File: src/rtl/bws_pkg.sv
// Shared types and constants for the balancing window search block.
package bws_pkg;

   localparam int WORD_W       = 16;
   localparam int POSITION_W   = 4;
   localparam int WIN_START_W  = 3;
   localparam int WIN_END_W    = 5;
   localparam int CSR_INDEX_W  = 2;
   localparam int CSR_DATA_W   = 8;
   localparam int TOL_W        = 3;

   localparam logic [CSR_INDEX_W-1:0] CSR_SEARCH_MODE = 2'd0;
   localparam logic [CSR_INDEX_W-1:0] CSR_TOLERANCE   = 2'd1;

   localparam logic       MODE_RESET = 1'b0;
   localparam logic [2:0] TOL_RESET  = 3'd2;

   typedef enum logic [1:0] {
      RES_OK,
      RES_IN_BAND,
      RES_FAIL
   } result_kind_type;

   typedef struct packed {
      logic            load;
      logic            count;
      logic            prep;
      logic            pass_exact;
      logic            pass_tol;
      logic            step;
      logic            eval;
      logic            emit;
      result_kind_type kind;
   } dp_cmd_type;

   typedef struct packed {
      logic chunk_last;
      logic stride_zero;
      logic stride_le_tol;
      logic diff_zero;
      logic pass_last;
      logic pos_end;
      logic in_band;
      logic out_free;
   } dp_status_type;

endpackage

File: src/rtl/bws_ifs.sv
// Channel interfaces: request, response and register write.
interface bws_req_if import bws_pkg::*; ();
   logic              valid;
   logic              ready;
   logic [WORD_W-1:0] word;

   modport source (output valid, output word, input ready);
   modport sink   (input valid, input word, output ready);
endinterface

interface bws_rsp_if import bws_pkg::*; ();
   logic                   valid;
   logic                   ready;
   logic [POSITION_W-1:0]  position;
   logic [WIN_START_W-1:0] window_start;
   logic [WIN_END_W-1:0]   window_end;
   logic                   in_band;
   logic                   no_balance;

   modport source (output valid, output position, output window_start, output window_end,
                   output in_band, output no_balance, input ready);
   modport sink   (input valid, input position, input window_start, input window_end,
                   input in_band, input no_balance, output ready);
endinterface

interface bws_csr_if import bws_pkg::*; ();
   logic                   valid;
   logic                   ready;
   logic [CSR_INDEX_W-1:0] index;
   logic [CSR_DATA_W-1:0]  data;

   modport source (output valid, output index, output data, input ready);
   modport sink   (input valid, input index, input data, output ready);
endinterface

File: src/rtl/balancing_window_search.sv
// Top level of the balancing window search block with its configuration registers.
//
// A word arrives on req_chan and one result leaves on rsp_chan per word; both
// channels move a transfer when valid and ready are high at a rising clock edge.
// Registers are written on csr_chan (index 0 search mode, 1 tolerance), which is
// always ready; other indexes are ignored. Write them only while the block is idle.
// One word is processed at a time. The popcounts are gathered eight bits per
// cycle, then the search is set up. Each pass is a check, one half-bit step per
// cycle and an evaluation, and at most WORD_BITS steps are taken. An in-band word
// goes straight from the setup to the result, and a word that needs no step gets
// its result after the first check. The controller then returns to idle, where it
// takes the next word.
// The result sits in an output register; the next word is accepted while it waits.
// If the receiver stalls, a finished word waits in the controller until the output
// register is free, and no new word is taken meanwhile.
// Synchronous reset empties the output register, returns the controller to idle,
// and sets search mode to exact and tolerance to two.
module balancing_window_search import bws_pkg::*; #(
   parameter int WORD_BITS = 16
) (
   input logic       clock,
   input logic       reset,
   bws_req_if.sink   req_chan,
   bws_rsp_if.source rsp_chan,
   bws_csr_if.sink   csr_chan
);

   logic             mode_ff;
   logic [TOL_W-1:0] tol_ff;
   dp_cmd_type       cmd;
   dp_status_type    status;
   logic             ctl_ready;

   assign csr_chan.ready = 1'b1;

   always_ff @(posedge clock) begin
      if (reset) begin
         mode_ff <= MODE_RESET;
         tol_ff  <= TOL_RESET;
      end else if (csr_chan.valid) begin
         case (csr_chan.index)
            CSR_SEARCH_MODE: mode_ff <= csr_chan.data[0];
            CSR_TOLERANCE:   tol_ff  <= csr_chan.data[TOL_W-1:0];
            default: begin
            end
         endcase
      end
   end

   assign req_chan.ready = ctl_ready;

   bws_controller u_ctl (
      .clock     (clock),
      .reset     (reset),
      .req_valid (req_chan.valid),
      .req_ready (ctl_ready),
      .mode      (mode_ff),
      .status    (status),
      .cmd       (cmd)
   );

   bws_datapath #(
      .WORD_BITS (WORD_BITS)
   ) u_dp (
      .clock    (clock),
      .reset    (reset),
      .word     (req_chan.word),
      .mode     (mode_ff),
      .tol      (tol_ff),
      .cmd      (cmd),
      .status   (status),
      .rsp_chan (rsp_chan)
   );

endmodule

File: src/rtl/bws_datapath.sv
// Datapath: popcount scan, sliding window sums, pass counter and result register.
module bws_datapath import bws_pkg::*; #(
   parameter int WORD_BITS = 16
) (
   input  logic                clock,
   input  logic                reset,
   input  logic [WORD_W-1:0]   word,
   input  logic                mode,
   input  logic [TOL_W-1:0]    tol,
   input  dp_cmd_type          cmd,
   output dp_status_type       status,
   bws_rsp_if.source           rsp_chan
);

   localparam int N      = WORD_BITS;
   localparam int HALF   = N / 2;
   localparam int PW     = $clog2(N + 1);
   localparam int TW     = $clog2(N + 1);
   localparam int SW     = $clog2(N + 2) + 2;
   localparam int CHUNKS = (N + 7) / 8;
   localparam int PADW   = CHUNKS * 8;
   localparam int CW     = (CHUNKS > 1) ? $clog2(CHUNKS) : 1;
   localparam int BW     = $clog2(N);
   localparam int LW     = (N > WORD_W) ? N : WORD_W;
   localparam int EW     = PW + 2;
   localparam logic [PADW-1:0] HMASK = PADW'((65'(1) << HALF) - 65'(1));

   logic [N-1:0]           word_ff;
   logic [PADW-1:0]        scan_ff, hm_ff;
   logic [CW-1:0]          chunk_ff;
   logic [TW-1:0]          t_ff;
   logic signed [SW-1:0]   s_ff, stride_ff;
   logic [PW-1:0]          pos_ff;
   logic [SW-1:0]          kcnt_ff;

   logic                   rsp_valid_ff;
   logic [POSITION_W-1:0]  position_ff;
   logic [WIN_START_W-1:0] start_ff;
   logic [WIN_END_W-1:0]   end_ff;
   logic                   in_band_ff, no_balance_ff;

   logic [LW-1:0]          word_ext;
   logic [3:0]             cnt_t, cnt_s;
   logic signed [SW-1:0]   t_sw, diff, abs_diff, tol_sw, mid, test, test_diff, adj;
   logic [BW-1:0]          lo_idx, hi_idx;
   logic [PW:0]            hi_sum;
   logic [EW-1:0]          end_sum;
   logic                   bit_lo, bit_hi;

   assign word_ext = LW'(word);

   always_comb begin
      cnt_t = '0;
      cnt_s = '0;
      for (int i = 0; i < 8; i++) begin
         cnt_t = cnt_t + 4'(scan_ff[i]);
         cnt_s = cnt_s + 4'(scan_ff[i] & hm_ff[i]);
      end
   end

   assign t_sw     = $signed(SW'(t_ff));
   assign diff     = s_ff - t_sw;
   assign abs_diff = (diff < 0) ? -diff : diff;
   assign tol_sw   = $signed(SW'(tol));
   assign mid      = $signed(SW'(HALF));

   assign lo_idx = BW'(pos_ff >> 1);
   assign hi_sum = (PW + 1)'(pos_ff) + (PW + 1)'(N);
   assign hi_idx = BW'(hi_sum >> 1);
   assign bit_lo = word_ff[lo_idx];
   assign bit_hi = word_ff[hi_idx];

   // At odd positions the window straddles half bits, so both edge bits count half.
   assign adj       = $signed(SW'(bit_lo)) + $signed(SW'(bit_hi)) - $signed(SW'(1));
   assign test      = pos_ff[0] ? (s_ff + adj) : s_ff;
   assign test_diff = (test - t_sw < 0) ? (t_sw - test) : (test - t_sw);

   assign end_sum = EW'(pos_ff) + EW'(N + 1);

   always_comb begin
      status.chunk_last    = (chunk_ff == CW'(CHUNKS - 1));
      status.stride_zero   = (stride_ff == '0);
      status.stride_le_tol = (stride_ff <= tol_sw);
      status.diff_zero     = (abs_diff == '0);
      status.pass_last     = (kcnt_ff == SW'(1));
      status.pos_end       = (pos_ff >= PW'(N));
      status.in_band       = mode && (t_sw >= mid - tol_sw) && (t_sw <= mid + tol_sw);
      status.out_free      = !rsp_valid_ff || rsp_chan.ready;
   end

   always_ff @(posedge clock) begin
      if (cmd.load) begin
         word_ff  <= word_ext[N-1:0];
         scan_ff  <= PADW'(word_ext[N-1:0]);
         hm_ff    <= HMASK;
         chunk_ff <= '0;
         t_ff     <= '0;
         s_ff     <= '0;
         pos_ff   <= '0;
      end
      if (cmd.count) begin
         scan_ff  <= scan_ff >> 8;
         hm_ff    <= hm_ff >> 8;
         chunk_ff <= chunk_ff + CW'(1);
         t_ff     <= t_ff + TW'(cnt_t);
         s_ff     <= s_ff + $signed(SW'({cnt_s, 1'b0}));
      end
      if (cmd.prep) begin
         stride_ff <= abs_diff;
      end
      if (cmd.pass_exact) begin
         kcnt_ff <= SW'(abs_diff);
      end
      if (cmd.pass_tol) begin
         kcnt_ff <= SW'({tol, 1'b1});
      end
      if (cmd.step) begin
         s_ff    <= s_ff - $signed(SW'(bit_lo)) + $signed(SW'(bit_hi));
         pos_ff  <= pos_ff + PW'(1);
         kcnt_ff <= kcnt_ff - SW'(1);
      end
      if (cmd.eval) begin
         stride_ff <= test_diff;
      end
      if (cmd.emit) begin
         if (cmd.kind == RES_OK) begin
            position_ff <= POSITION_W'(pos_ff);
            start_ff    <= WIN_START_W'(pos_ff >> 1);
            end_ff      <= WIN_END_W'(end_sum >> 1);
         end else begin
            position_ff <= '0;
            start_ff    <= '0;
            end_ff      <= '0;
         end
         in_band_ff    <= (cmd.kind == RES_IN_BAND);
         no_balance_ff <= (cmd.kind == RES_FAIL);
      end
   end

   always_ff @(posedge clock) begin
      if (reset) begin
         rsp_valid_ff <= 1'b0;
      end else if (cmd.emit) begin
         rsp_valid_ff <= 1'b1;
      end else if (rsp_chan.ready) begin
         rsp_valid_ff <= 1'b0;
      end
   end

   assign rsp_chan.valid        = rsp_valid_ff;
   assign rsp_chan.position     = position_ff;
   assign rsp_chan.window_start = start_ff;
   assign rsp_chan.window_end   = end_ff;
   assign rsp_chan.in_band      = in_band_ff;
   assign rsp_chan.no_balance   = no_balance_ff;

endmodule

File: src/rtl/bws_controller.sv
// Controller: sequences the count, search passes and result hand-off.
module bws_controller import bws_pkg::*; (
   input  logic          clock,
   input  logic          reset,
   input  logic          req_valid,
   output logic          req_ready,
   input  logic          mode,
   input  dp_status_type status,
   output dp_cmd_type    cmd
);

   typedef enum logic [2:0] {
      ST_IDLE,
      ST_COUNT,
      ST_PREP,
      ST_CHECK,
      ST_STEP,
      ST_EVAL,
      ST_DONE
   } state_type;

   state_type       state_ff, state_in;
   result_kind_type kind_ff, kind_in;

   assign req_ready = (state_ff == ST_IDLE);

   always_comb begin
      state_in       = state_ff;
      kind_in        = kind_ff;
      cmd            = '0;
      cmd.kind       = kind_ff;
      case (state_ff)
         ST_IDLE: begin
            if (req_valid) begin
               cmd.load = 1'b1;
               state_in = ST_COUNT;
            end
         end
         ST_COUNT: begin
            cmd.count = 1'b1;
            if (status.chunk_last) begin
               state_in = ST_PREP;
            end
         end
         ST_PREP: begin
            cmd.prep = 1'b1;
            if (status.in_band) begin
               kind_in  = RES_IN_BAND;
               state_in = ST_DONE;
            end else begin
               state_in = ST_CHECK;
            end
         end
         ST_CHECK: begin
            if (!mode) begin
               if (status.stride_zero) begin
                  kind_in  = RES_OK;
                  state_in = ST_DONE;
               end else if (status.diff_zero) begin
                  // A pass of zero steps would never move: the search has stalled.
                  kind_in  = RES_FAIL;
                  state_in = ST_DONE;
               end else begin
                  cmd.pass_exact = 1'b1;
                  state_in       = ST_STEP;
               end
            end else begin
               if (status.stride_le_tol) begin
                  kind_in  = RES_OK;
                  state_in = ST_DONE;
               end else begin
                  cmd.pass_tol = 1'b1;
                  state_in     = ST_STEP;
               end
            end
         end
         ST_STEP: begin
            if (status.pos_end) begin
               kind_in  = RES_FAIL;
               state_in = ST_DONE;
            end else begin
               cmd.step = 1'b1;
               if (status.pass_last) begin
                  state_in = ST_EVAL;
               end
            end
         end
         ST_EVAL: begin
            if (status.pos_end) begin
               kind_in  = RES_FAIL;
               state_in = ST_DONE;
            end else begin
               cmd.eval = 1'b1;
               state_in = ST_CHECK;
            end
         end
         ST_DONE: begin
            if (status.out_free) begin
               cmd.emit = 1'b1;
               state_in = ST_IDLE;
            end
         end
         default: begin
            state_in = ST_IDLE;
         end
      endcase
   end

   always_ff @(posedge clock) begin
      if (reset) begin
         state_ff <= ST_IDLE;
         kind_ff  <= RES_OK;
      end else begin
         state_ff <= state_in;
         kind_ff  <= kind_in;
      end
   end

endmodule

File: src/flat_wrapper.sv
// flat-port wrapper written by rule: the top's interface ports become plain ports
module balancing_window_search_flat import bws_pkg::*;
#(
   parameter int WORD_BITS = 16
)
  (clock, reset, req_chan_valid, req_chan_word, req_chan_ready, rsp_chan_valid, rsp_chan_position, rsp_chan_window_start, rsp_chan_window_end, rsp_chan_in_band, rsp_chan_no_balance, rsp_chan_ready, csr_chan_valid, csr_chan_index, csr_chan_data, csr_chan_ready);
  bws_req_if req_chan_i ();
  bws_rsp_if rsp_chan_i ();
  bws_csr_if csr_chan_i ();
  input logic clock;
  input logic reset;
  input wire logic [$bits(req_chan_i.valid)-1:0] req_chan_valid;
  input wire logic [$bits(req_chan_i.word)-1:0] req_chan_word;
  output wire logic [$bits(req_chan_i.ready)-1:0] req_chan_ready;
  output wire logic [$bits(rsp_chan_i.valid)-1:0] rsp_chan_valid;
  output wire logic [$bits(rsp_chan_i.position)-1:0] rsp_chan_position;
  output wire logic [$bits(rsp_chan_i.window_start)-1:0] rsp_chan_window_start;
  output wire logic [$bits(rsp_chan_i.window_end)-1:0] rsp_chan_window_end;
  output wire logic [$bits(rsp_chan_i.in_band)-1:0] rsp_chan_in_band;
  output wire logic [$bits(rsp_chan_i.no_balance)-1:0] rsp_chan_no_balance;
  input wire logic [$bits(rsp_chan_i.ready)-1:0] rsp_chan_ready;
  input wire logic [$bits(csr_chan_i.valid)-1:0] csr_chan_valid;
  input wire logic [$bits(csr_chan_i.index)-1:0] csr_chan_index;
  input wire logic [$bits(csr_chan_i.data)-1:0] csr_chan_data;
  output wire logic [$bits(csr_chan_i.ready)-1:0] csr_chan_ready;
  assign req_chan_i.valid = req_chan_valid;
  assign req_chan_i.word = req_chan_word;
  assign req_chan_ready = req_chan_i.ready;
  assign rsp_chan_valid = rsp_chan_i.valid;
  assign rsp_chan_position = rsp_chan_i.position;
  assign rsp_chan_window_start = rsp_chan_i.window_start;
  assign rsp_chan_window_end = rsp_chan_i.window_end;
  assign rsp_chan_in_band = rsp_chan_i.in_band;
  assign rsp_chan_no_balance = rsp_chan_i.no_balance;
  assign rsp_chan_i.ready = rsp_chan_ready;
  assign csr_chan_i.valid = csr_chan_valid;
  assign csr_chan_i.index = csr_chan_index;
  assign csr_chan_i.data = csr_chan_data;
  assign csr_chan_ready = csr_chan_i.ready;
  balancing_window_search #(.WORD_BITS(WORD_BITS)) u_core (.clock(clock), .reset(reset), .req_chan(req_chan_i), .rsp_chan(rsp_chan_i), .csr_chan(csr_chan_i));
endmodule
File: config.mk
export PLATFORM = sky130hd
export DESIGN_NAME = balancing_window_search_flat
export DESIGN_NICKNAME = d
export VERILOG_FILES = /design/src/rtl/bws_pkg.sv /design/src/rtl/bws_ifs.sv /design/src/rtl/balancing_window_search.sv /design/src/rtl/bws_datapath.sv /design/src/rtl/bws_controller.sv /design/src/flat_wrapper.sv
export SDC_FILE = /design/constraint.sdc
export NUM_CORES = 1
export LEC_CHECK = 0
export ABC_AREA = 1
export BUFFER_PORTS_ARGS = -buffer_cell sky130_fd_sc_hd__buf_2
export CAP_MARGIN = 20
export CORE_MARGIN = 4
export CORE_UTILIZATION = 40
export DETAILED_ROUTE_END_ITERATION = 8
export SYNTH_ARGS = -nofsm -noshare
export SYNTH_HDL_FRONTEND = slang
export SYNTH_SLANG_ARGS = --single-unit
File: constraint.sdc
create_clock -name clock -period 5.25 [get_ports clock]
set_input_delay 0 -clock clock [delete_from_list [all_inputs] [get_ports clock]]
set_output_delay 0 -clock clock [all_outputs]
set_load 0.02 [all_outputs]
Word level (Yosys, flattened, before mapping)
Index checks and enable logic that the tools add are counted.
{ "op_classes": {"add_sub_neg": 33, "mul": 0, "n_div": 0, "n_lt_le_gt_ge": 8, "n_eq_ne": 18, "n_shift": 0, "n_mux": 59, "bitwise": 8, "n_reduce_logical": 21} }
{ "ops": {"columns": ["cell", "n"], "rows": [
  ["2-to-1 mux 7 bit", 11],
  ["adder 4 x 1 -> 4 bit", 8],
  ["2-to-1 mux 3 bit", 9],
  ["2-to-1 mux 8 bit", 3],
  ["case mux 3 bit (7 select lines)", 1],
  ["2-to-1 mux 1 bit", 20],
  ["2-to-1 mux 2 bit", 9],
  ["2-to-1 mux 5 bit", 3],
  ["logical NOT 7 bit", 2],
  ["subtractor 7 x 6 -> 7 bit", 2],
  ["less-than comparator 4 x 5 -> 1 bit (second input constant)", 2],
  ["== test 3 bit (second input constant)", 3],
  ["nonzero test 3 bit", 3],
  ["adder 3 x 1 -> 4 bit", 2],
  ["bitwise AND 1 bit", 8],
  ["binary-select mux 1 bit (select 4 bit)", 2],
  ["less-than comparator 8 x 1 -> 1 bit (second input constant)", 1],
  ["nonzero test 2 bit", 4],
  ["subtractor 7 x 6 -> 8 bit", 1],
  ["adder 7 x 2 -> 7 bit", 1],
  ["adder 7 x 3 -> 7 bit", 1],
  ["adder 7 x 6 -> 7 bit", 1],
  ["== test 7 x 1 -> 1 bit (second input constant)", 1],
  ["<= comparator 7 x 4 -> 1 bit", 1],
  ["other kinds (37)", 48]
]} }
{ "word_totals": {"reg_bits": 96, "latchBits": 0, "ram_bits": 0, "mem_bits_ro": 0, "inputBits": 31, "output_inout_bits": 17, "word_cells": 167, "mem_count": 0} }

Depth between registers and ports, before layout
Gate-level depths: netlist of the first run.
{ "depth": {"depth_word": 11, "ltp_mapped": 34, "mapped_depth_nobuf": 31} }

By module
Synthesis of the first run repeated with hierarchy kept, for this count alone.
{ "unflattened": {"hier_cells": 794, "hier_area_um2": 6328.6} }
{ "modules_own_cells": {"columns": ["module", "n_inst", "cells_per_inst", "area_per_inst_um2", "seq_area_each_um2"], "rows": [
  ["bws_datapath", 1, 683, 5693.0, 2222.1],
  ["bws_controller", 1, 83, 449.2, 100.1],
  ["balancing_window_search", 1, 28, 186.4, 80.1]
]} }

Least setup slack after synthesis of the first run
Ideal clock, no wire load.
{ "synth_path": {"path_type": "register -> register", "startpoint": "reg u_core.u_dp.hm_ff[6]", "endpoint": "reg u_core.u_dp.s_ff[5], data pin", "setup_time_ps": 267, "arrival_time_ps": 3990, "t_required_ps": 4983, "path_slack_ps": 993, "path_stages_with_launch": 19, "path_buffers": 1, "synth_period_minus_slack_ps": 4257, "path_cell_list": "edfxtp_1 -> clkbuf_1 -> nand2_1 -> inv_1 -> fa_1 -> inv_1 -> fa_1 -> fa_1 -> inv_1 -> ha_1 -> fa_1 -> xor2_1 -> ha_1 -> inv_1 -> nor2_1 -> or2_2 -> a21oi_1 -> xor2_1 -> o22ai_1"} }
{ "synth_between": {"elab_chain_cells": 6} }
{ "synth_lines": {"columns": ["item", "line_no", "rtl"], "rows": [
  ["start: declaration", "bws_datapath.sv:29", "logic [PADW-1:0] scan_ff, hm_ff;"],
  ["start signal: assignment", "bws_datapath.sv:103", "hm_ff <= hm_ff >> 8;"],
  ["bitwise AND 1 bit", "bws_datapath.sv:57", "cnt_s = cnt_s + 4'(scan_ff[i] & hm_ff[i]);"],
  ["adder 4 x 1 -> 4 bit (2 in series)", "bws_datapath.sv:57", null],
  ["adder 7 x 6 -> 7 bit", "bws_datapath.sv:106", "s_ff <= s_ff + $signed(SW'({cnt_s, 1'b0}));"],
  ["2-to-1 mux 7 bit", "bws_datapath.sv:101", "if (cmd.count) begin"],
  ["2-to-1 mux 7 bit", "bws_datapath.sv:117", "if (cmd.step) begin"],
  ["end signal: assignment", "bws_datapath.sv:106", null],
  ["end signal: assignment", "bws_datapath.sv:118", "s_ff <= s_ff - $signed(SW'(bit_lo)) + $signed(SW'(bit_hi));"],
  ["end: declaration", "bws_datapath.sv:32", "logic signed [SW-1:0] s_ff, stride_ff;"]
]} }
Every way passes these cells.
A chain may end at the register's enable or synchronous reset.

Final worst setup path of the first run
{ "layout_path": {"startpoint": "reg u_core.u_dp.pos_ff[1]", "endpoint": "reg u_core.u_dp.stride_ff[4], data pin"} }
{ "layout_between": {"elab_chain_cells": 11, "elab_cells_between_ends": 18, "cone_classes": "7 x add/sub; 2 x order compare; 9 x mux"} }
{ "layout_lines": {"columns": ["item", "line_no", "rtl"], "rows": [
  ["start: declaration", "bws_datapath.sv:33", "logic [PW-1:0] pos_ff;"],
  ["start signal: assignment", "bws_datapath.sv:119", "pos_ff <= pos_ff + PW'(1);"],
  ["adder 5 bit", "bws_datapath.sv:68", "assign hi_sum = (PW + 1)'(pos_ff) + (PW + 1)'(N);"],
  ["binary-select mux 1 bit (select 4 bit)", "bws_datapath.sv:71", "assign bit_hi = word_ff[hi_idx];"],
  ["2-to-1 mux 1 bit (implied by the code)", "bws_datapath.sv:71", null],
  ["adder 1 x 1 -> 2 bit", "bws_datapath.sv:74", "assign adj = $signed(SW'(bit_lo)) + $signed(SW'(bit_hi)) - $signed(SW'(1));"],
  ["subtractor 2 x 1 -> 3 bit", "bws_datapath.sv:74", null],
  ["adder 7 x 3 -> 7 bit", "bws_datapath.sv:75", "assign test = pos_ff[0] ? (s_ff + adj) : s_ff;"],
  ["2-to-1 mux 7 bit", "bws_datapath.sv:75", null],
  ["subtractor 7 x 6 -> 8 bit", "bws_datapath.sv:76", "assign test_diff = (test - t_sw < 0) ? (t_sw - test) : (test - t_sw);"],
  ["less-than comparator 8 x 1 -> 1 bit", "bws_datapath.sv:76", null],
  ["2-to-1 mux 7 bit", "bws_datapath.sv:76", null],
  ["2-to-1 mux 7 bit (*)", "bws_datapath.sv:122", "if (cmd.eval) begin"],
  ["end signal: assignment", "bws_datapath.sv:109", "stride_ff <= abs_diff;"],
  ["end signal: assignment", "bws_datapath.sv:123", "stride_ff <= test_diff;"],
  ["end: declaration", "bws_datapath.sv:32", null]
]} }
Every way passes the cells marked *; elsewhere a longest branch is shown, timed or not. The select of a mux whose other input is x is not followed.

==> run summary, run 1 <==
Root Driver: clkbuf_16
GPL Wtd Cong: 0.8627
Yosys cell types: 51
global-route wire length before repair: 23.08 mm
Primary FF master, synth: edfxtp_1
met3 usage: 0.03279
RSZ-0062 raised after global routing: false
Synth Instances: 791
H-tree depth: 3
hold_buf cts: 23
met2 Usage GRT: 0.2726
total gr overflow: 0
Worst EP required: 5.35 ns
Ys Warns: 0
Row Count: 45
CP max stage delay: 0.53 ns
Critical Path Most Common Cell: nand2_1
Sink Count: 86
Hold WC Path Type: in2reg
area grow syn2layout: 14.93%
Post-synth EDFFs: 68
vias in the first global route: 4956
CP Capture Type: flop
TritonCTS clock tree: built
Die W: 134.5 µm
syn_area_per_cell: 8.096 µm²
initial antenna violation count: 0
post-CTS resize count: 0
setup TNS: 0 ns
WL/cell: 12.80 µm
most frequent cells in the layout: nand2_1 (163), inv_1 (132), nor2_1 (77)
Async S/R FF share, synth: 0
max-cap violation count: 0
DR vias/cell: 4.744
Final WS setup: 0.5222 ns
Initial Utilization: 0.4151
syn_nets: 889
fin crit period: 4.728 ns
endpoints failing hold: 0
Final Cycle Share: 0.9005
Total Routing Usage GR: 0.1581
f_max: 0.2115 GHz
clk_skew: 0.007948 ns
WP data arrival: 4.83 ns
Least-Margin Pin Slew: 0.9555 ns
GR met1 Demand/Resource: 0.2004
crit start category: flop
initial DRC count: 228
worst-skew pair later-pin latency: 0.35 ns
Routed Antenna Nets: 0
sequential area share after synthesis: 0.3751
First-pass DRT Iterations: 4
share of layout cells above drive strength 1: 0.1250
Crit Path Max Fanout: 10
Post-CTS Setup Inserts: 0
IO Port Bufs: 41
ANT cells: 0
Slew Viols, Final: 0
count of state elements after synthesis: 86
die area: 0.01810 mm²
Die Y: 134.5 µm
Most Crowded Layer GR: met2
final wirelength: 13.66 mm
CTS buffer count: 9
status: finished, final reports clean
Core ar.: 0.01543 mm²
normalized max-slew margin: 0.3607
mapped cell area: 0.006404 mm²
Worst-path clk slew: 0.07 ns
layout net count: 949
final setup violation count: 0
most common cell after layout, fill and taps aside: nand2_1
Setup CP Type: reg2reg
Longest Clk Path Bufs: 2
num ports: 48
Via Count: 5062
CP max stage cell: edfxtp_1
largest net degree at the start of global routing: 36
HPWL Detailed: 10.71 mm
Remaining DRCs: 0
worst slack at placement: 0.5366 ns
==> sequential cells by signal, summed over array words and instances (netlist names), 2 cells and up <==
signal / flops
u_core.u_dp.pos_ff: 5
u_core.u_dp.stride_ff: 7
u_core.u_dp.rsp_chan.position: 4
u_core.u_dp.scan_ff: 16
u_core.tol_ff: 3
u_core.u_ctl.kind_ff: 2
u_core.u_dp.s_ff: 7
u_core.u_dp.t_ff: 5
u_core.u_dp.kcnt_ff: 7
u_core.u_dp.rsp_chan.window_end: 5
u_core.u_ctl.state_ff: 3
u_core.u_dp.word_ff: 16
==> routing by layer <==
| metal | vias up | part of all wire |
|---|---|---|
| met3 | 13 | 0.030 |
| li1 | 2690 | - |
| met1 | 2297 | 0.46 |
| met4 | 0 | 0.016 |
| met5 | - | 0 |
| met2 | 62 | 0.49 |
==> area by class of cell <==
class | count | area, µm²
Fill cell | 1553 | 8068
Inverter | 141 | 529.3
Multi-Input combinational cell | 546 | 3372
Clock inverter | 6 | 83.83
Tap cell | 211 | 264.0
Timing Repair Buffer | 67 | 457.9
Clock buffer | 10 | 250.2
Sequential cell | 86 | 2402
==> per-stage QoR <==
stage,util,hold WS [ns],instance area [µm²],cells
after floorplan,-,0.06244,6404,791
after global placement,0.4405,0.1900,6795,1028
after detailed placement,0.4405,0.1928,6795,1028
after CTS,0.4770,0.003256,7360,1067
after global routing,0.4770,0.03748,7360,1067
final,0.4770,0.005913,7360,1067
==> worst max-delay path, delay by kind of cell, from the launching register on <==
kind | cells | cell delay (ns)
XOR/XNOR | 1 | 0.15
adder cells (fa/ha/maj) | 4 | 1.06
AND/OR/NAND/NOR | 12 | 0.87
buffers and inverters | 6 | 0.63
AO/OA/AOI/OAI | 6 | 1.23
flip-flops | 1 | 0.53
==> cells in the mapped netlist, types with 3 or more instances <==
cell type | n | area, µm²
nor2_1 | 77 | 289.0
o21ai_1 | 5 | 25.02
ha_1 | 53 | 663.1
nor2_2 | 5 | 31.28
nand4_1 | 7 | 43.79
o211ai_1 | 4 | 30.03
nor3_1 | 6 | 30.03
nand3_2 | 5 | 50.05
inv_2 | 8 | 30.03
dfxtp_1 | 18 | 360.4
nand2_2 | 14 | 87.58
xnor2_1 | 9 | 78.83
edfxtp_1 | 68 | 2042
a21oi_1 | 38 | 190.2
a211oi_1 | 4 | 30.03
fa_1 | 14 | 280.3
xor2_1 | 14 | 122.6
buf_4 | 4 | 30.03
clkbuf_1 | 10 | 37.54
o22ai_1 | 11 | 68.82
nand2_1 | 163 | 611.8
o21ai_0 | 56 | 280.3
nand3_1 | 31 | 155.2
inv_1 | 132 | 495.5
nand2_4 | 3 | 33.78
==> path summary, 6_finish.rpt <==
| path | from | to | slack [ns] | cells after the start |
|---|---|---|---|---|
| hold reg to reg | u_core.u_dp.scan_ff[14] | u_core.u_dp.scan_ff[14] | 0.45 | 2 |
| setup reg to reg | u_core.u_dp.pos_ff[1] | u_core.u_dp.stride_ff[4] | 0.52 | 29 |
| hold / removal | csr_chan_index[1] | u_core.tol_ff[1] | 0.006 | 3 |
| setup / recovery | u_core.u_dp.pos_ff[1] | u_core.u_dp.stride_ff[4] | 0.52 | 29 |
==> cell families after synthesis <==
group | after synthesis | synth area share
flip-flops | 86 | 0.3751
XOR/XNOR | 26 | 0.03908
buffers and inverters | 159 | 0.09828
AO/OA/AOI/OAI | 130 | 0.1139
AND/OR/NAND/NOR | 321 | 0.2241
other | 1 | 0.0005856
adder cells (fa/ha/maj) | 67 | 0.1473
multiplexers | 1 | 0.001563
Power of run 1 is left out: the tool's default activity adds up to more than one toggle a clock period on the data nets, which glitch-free logic cannot reach.
==> run 2: changes to the inputs <==
--- a/config.mk
+++ b/config.mk
@@ -6,11 +6,11 @@
 export NUM_CORES = 1
 export LEC_CHECK = 0
 export ABC_AREA = 1
-export BUFFER_PORTS_ARGS = -buffer_cell sky130_fd_sc_hd__buf_2
 export CAP_MARGIN = 20
 export CORE_MARGIN = 4
 export CORE_UTILIZATION = 40
 export DETAILED_ROUTE_END_ITERATION = 8
+export DONT_BUFFER_PORTS = 1
 export SYNTH_ARGS = -nofsm -noshare
 export SYNTH_HDL_FRONTEND = slang
 export SYNTH_SLANG_ARGS = --single-unit
==> run summary, run 2 (synthesized netlist as in run 1, its figures left out) <==
Die W: 134.5 µm (unchanged)
max-cap violation count: 0 (unchanged)
post-CTS resize count: 0 (unchanged)
Via Count: 4914 (-2.9%)
Initial Utilization: 0.4151 (unchanged)
CP max stage delay: 0.53 ns (about the same)
Setup CP Type: reg2reg
H-tree depth: 3 (unchanged)
Total Routing Usage GR: 0.1539 (-0.004219)
Routed Antenna Nets: 0 (unchanged)
hold_buf cts: 29 (+26%)
RR Endpoint: u_core.u_dp.stride_ff[3]
clk_skew: 0.01356 ns (+0.005613 ns)
flop-to-flop setup slack: 0.51 ns (about the same)
Post-CTS Setup Inserts: 0 (unchanged)
Longest Clk Path Bufs: 2 (unchanged)
Hold WC Path Type: in2reg
area grow syn2layout: 12.23%
GPL Wtd Cong: 0.8597 (-0.35%)
normalized max-slew margin: 0.3818 (+0.02115)
CTS buffer count: 9 (unchanged)
Final Cycle Share: 0.9023 (+0.001773)
WP data arrival: 4.84 ns (about the same)
Critical Path Most Common Cell: nand2_1
RR Startpoint: u_core.u_dp.pos_ff[1]
Row Count: 45 (unchanged)
total gr overflow: 0 (unchanged)
status: finished, final reports clean
worst-skew pair later-pin latency: 0.35 ns (about the same)
largest net degree at the start of global routing: 36 (unchanged)
most common cell after layout, fill and taps aside: nand2_1
setup TNS: 0 ns (unchanged)
Worst EP required: 5.35 ns (about the same)
final setup violation count: 0 (unchanged)
IO Port Bufs: 0 (-100%)
Slew Viols, Final: 0 (unchanged)
share of layout cells above drive strength 1: 0.08151 (-0.04349)
area post-placement: 0.006598 mm² (-2.9%)
crit path to: u_core.u_dp.stride_ff[3]
First-pass DRT Iterations: 5 (+1)
crit start category: flop
Core ar.: 0.01543 mm² (unchanged)
vias in the first global route: 4679 (-5.6%)
Sink Count: 86 (unchanged)
Least-Margin Pin Slew: 0.9239 ns (-0.03160 ns)
layout net count: 915 (-3.6%)
Die Y: 134.5 µm (unchanged)
f_max: 0.2111 GHz (-0.20%)
ANT cells: 0 (unchanged)
WL/cell: 13.14 µm (+2.7%)
min-delay src: req_chan_valid
final wirelength: 13.58 mm (-0.59%)
worst r2r path cells: 29 (unchanged)
initial antenna violation count: 0 (unchanged)
fin crit period: 4.737 ns (+0.009307 ns)
CP Capture Type: flop
Remaining DRCs: 0 (unchanged)
DR vias/cell: 4.757 (+0.27%)
HPWL Detailed: 10.72 mm (about the same)
global-route wire length before repair: 22.43 mm (-2.8%)
num ports: 48 (unchanged)
CP startpoint: u_core.u_dp.pos_ff[1]
FILL cells: 1566 (+0.84%)
Worst-path clk slew: 0.07 ns (about the same)
endpoints failing hold: 0 (unchanged)
Finished Cell Area: 0.007187 mm² (-2.3%)
die area: 0.01810 mm² (unchanged)
CP max stage cell: edfxtp_1
initial DRC count: 241 (+5.7%)
Root Driver: clkbuf_16
RSZ-0062 raised after global routing: false
most frequent cells in the layout: nand2_1 (163), inv_1 (132), nor2_1 (77)
largest registers: u_core.u_dp.scan_ff (16), u_core.u_dp.word_ff (16)
Crit Path Max Fanout: 10 (unchanged)
TritonCTS clock tree: built
## run 2: cell types whose count changed in the layout (fill, tap and decap cells not counted)
cell	change
buf_2	-41
buf_4	+1
bufinv_16	-1
clkbuf_16	-1
clkinv_4	+2
dlygate4sd3_1	+6
inv_6	-1
inv_8	+1
## run 2: worst min-delay path by stage
stage | endpoint | slack [ns] | cells after the start
after CTS | u_core.u_ctl.state_ff[2] | 0.03 | 4
after floorplan | u_core.u_ctl.state_ff[1] | 0.06 | 1
after detailed placement | u_core.u_ctl.state_ff[1] | 0.07 | 1
after global placement | u_core.u_ctl.state_ff[1] | 0.06 | 1
after global routing | u_core.u_ctl.state_ff[2] | 0.09 | 4
final | u_core.u_ctl.state_ff[0] | 0.05 | 4
## run 2: worst max-delay path, delay by kind of cell (launching register included)
family          cells  cell delay, ns
compound gates      6            1.24
buf+inv             6            0.61
simple gates       12            0.88
fa+ha+maj           4            1.06
xor+xnor            1            0.15
flops               1            0.53
## run 2: area by class of cell
class | count | area, µm² | area share
timing repair buffer | 33 | 320.3 | 0.04457
tap | 211 | 264.0 | 0.03673
clock inverter | 7 | 73.82 | 0.01027
sequential | 86 | 2402 | 0.3343
clock buffer | 9 | 225.2 | 0.03134
inverter | 141 | 529.3 | 0.07364
multi-input combinational | 546 | 3372 | 0.4692
## run 2: stage by stage
| stage | cells | util | hold WS [ns] | setup slack, ns |
|---|---|---|---|---|
| 2_1_floorplan | 791 | - | 0.06244 | 0.9933 |
| 4_1_cts | 1033 | 0.4659 | 0.02652 | 0.4900 |
| 5_1_grt | 1033 | 0.4659 | 0.08756 | 0.001075 |
| 3_3_place_gp | 988 | 0.4277 | 0.06422 | 0.6112 |
| 6_report | 1033 | 0.4659 | 0.04713 | 0.5128 |
| 3_5_place_dp | 988 | 0.4277 | 0.06872 | 0.5226 |
## run 2: routing by layer
layer	up-vias	track usage	part of all wire
met2	78	0.2567	0.49
met3	4	0.03465	0.038
met4	0	0.04355	0.0054
li1	2628	-	-
met5	-	0	0
met1	2204	0.2017	0.47
Power of run 2 is left out for the same reason.
==> run 3: changes to the inputs <==
--- a/config.mk
+++ b/config.mk
@@ -6,11 +6,12 @@
 export NUM_CORES = 1
 export LEC_CHECK = 0
 export ABC_AREA = 1
+export BUFFER_PORTS_ARGS = -buffer_cell sky130_fd_sc_hd__buf_2
 export CAP_MARGIN = 20
 export CORE_MARGIN = 4
 export CORE_UTILIZATION = 40
 export DETAILED_ROUTE_END_ITERATION = 8
-export DONT_BUFFER_PORTS = 1
+export PLACE_DENSITY = 0.54
 export SYNTH_ARGS = -nofsm -noshare
 export SYNTH_HDL_FRONTEND = slang
 export SYNTH_SLANG_ARGS = --single-unit
==> run summary, run 3 (synthesized netlist as in run 1, its figures left out) <==
initial antenna violation count: 0 (unchanged)
WL/cell: 13.41 µm (+2.0%)
Setup CP Type: reg2reg
share of layout cells above drive strength 1: 0.1272 (+0.04568)
vias in the first global route: 5075 (+8.5%)
initial DRC count: 227 (-5.8%)
fin crit period: 4.558 ns (-0.1795 ns)
Crit Path Max Fanout: 8 (-2)
flop-to-flop setup slack: 0.69 ns (+0.18 ns)
GPL Wtd Cong: 0.8453 (-1.7%)
Hold WC Path Type: in2reg
Longest Clk Path Bufs: 2 (unchanged)
CP max stage cell: edfxtp_1
clk_skew: 0.006876 ns (-0.006686 ns)
hold depth: 3 (-1)
RR Startpoint: u_core.u_dp.pos_ff[2]
RR Endpoint: u_core.u_dp.stride_ff[4]
crit start category: flop
largest registers: u_core.u_dp.scan_ff (16), u_core.u_dp.word_ff (16)
final setup violation count: 0 (unchanged)
Total Routing Usage GR: 0.1656 (+0.01172)
total gr overflow: 0 (unchanged)
RSZ-0062 raised after global routing: false
worst r2r path cells: 31 (+6.9%)
area grow syn2layout: 15.03%
min-delay src: csr_chan_index[1]
Via Count: 5148 (+4.8%)
GR met1 Demand/Resource: 0.2152 (+0.01346)
Most Crowded Layer GR: met2
Worst EP required: 5.35 ns (about the same)
HPWL Detailed: 11.43 mm (+6.7%)
Top delay family on crit path: adder cells
global-route wire length before repair: 24.17 mm (+7.8%)
Worst-path clk slew: 0.06 ns (about the same)
WP data arrival: 4.66 ns (-0.18 ns)
Critical Path Most Common Cell: nand2_1
normalized max-slew margin: 0.3712 (-0.01063)
most frequent cells in the layout: nand2_1 (163), inv_1 (132), nor2_1 (77)
ANT cells: 0 (unchanged)
Slew Viols, Final: 0 (unchanged)
layout net count: 950 (+3.8%)
die area: 0.01810 mm² (unchanged)
Remaining DRCs: 0 (unchanged)
CP Capture Type: flop
Core ar.: 0.01543 mm² (unchanged)
Final Cycle Share: 0.8681 (-0.03418)
met3 usage: 0.03577 (+0.001118)
Least-Margin Pin Slew: 0.9398 ns (+0.01589 ns)
DR vias/cell: 4.820 (+1.3%)
Initial Utilization: 0.4151 (unchanged)
num ports: 48 (unchanged)
final wirelength: 14.32 mm (+5.5%)
max-cap violation count: 0 (unchanged)
CP max stage delay: 0.52 ns (about the same)
met2 Usage GRT: 0.2827 (+0.02598)
H-tree depth: 3 (unchanged)
status: finished, final reports clean
IO Port Bufs: 41 (+41)
Die W: 134.5 µm (unchanged)
TritonCTS clock tree: built
Routed Antenna Nets: 0 (unchanged)
hold path endpoint: u_core.tol_ff[1]
CTS buffer count: 9 (unchanged)
f_max: 0.2194 GHz (+3.9%)
endpoints failing hold: 0 (unchanged)
Die Y: 134.5 µm (unchanged)
largest net degree at the start of global routing: 36 (unchanged)
Row Count: 45 (unchanged)
most common cell after layout, fill and taps aside: nand2_1
Root Driver: clkbuf_16
Hold Worst Slack: 0.01394 ns (-0.03319 ns)
worst-skew pair later-pin latency: 0.35 ns (about the same)
Buf/Inv on CP: 7 (+1)
First-pass DRT Iterations: 5 (unchanged)
setup TNS: 0 ns (unchanged)
Sink Count: 86 (unchanged)
==> run 3: layout make-up <==
class / count / area [µm²]
Multi-Input combinational cell: 546 / 3372
Fill cell: 1550 / 8061
Inverter: 141 / 533.0
Timing Repair Buffer: 68 / 465.4
Tap cell: 211 / 264.0
Clock inverter: 7 / 103.9
Clock buffer: 9 / 225.2
Sequential cell: 86 / 2402
==> run 3: repair_timing <==
action | in CTS | in global routing
gates resized for setup | 0 | 2
setup buffers | 0 | 1
endpoints found under the setup margin | 0 | 6
hold buffers | 23 | 0
endpoints found under the hold margin | 37 | 0
==> run 3: worst min-delay path, stage by stage <==
cell	delay [ns]
buf_2	0.10
nor3_1	0.08
o211ai_1	0.14
==> run 3: routing by layer <==
| metal | vias up | wire length (µm) |
|---|---|---|
| li1 | 2698 | - |
| met1 | 2361 | 6546 |
| met2 | 71 | 7051 |
| met3 | 18 | 504 |
| met4 | 0 | 214 |
| met5 | - | 0 |
==> run 3: how the worst max path moves through the flow <==
stage                     startpoint                        to  slack, ns  cells after the start
4_1_cts        u_core.u_dp.pos_ff[1]  u_core.u_dp.stride_ff[4]       0.36                     29
3_5_place_dp   u_core.u_dp.pos_ff[1]  u_core.u_dp.stride_ff[4]       0.41                     29
3_3_place_gp   u_core.u_dp.pos_ff[1]  u_core.u_dp.stride_ff[3]       0.61                     29
6_report       u_core.u_dp.pos_ff[2]  u_core.u_dp.stride_ff[4]       0.69                     31
5_1_grt        u_core.u_dp.pos_ff[1]  u_core.u_dp.stride_ff[3]       0.18                     29
2_1_floorplan   u_core.u_dp.hm_ff[6]       u_core.u_dp.s_ff[5]       0.99                     18
==> run 3: metrics by stage <==
step           cell area, µm²    util  std cells  setup WS [ns]
6_report                 7366  0.4775       1068         0.6923
5_1_grt                  7366  0.4775       1068         0.1753
4_1_cts                  7355  0.4767       1067         0.3615
3_5_place_dp             6795  0.4405       1028         0.4110
3_3_place_gp             6795  0.4405       1028         0.6052
2_1_floorplan            6404       -        791         0.9933
Power of run 3 is left out for the same reason.
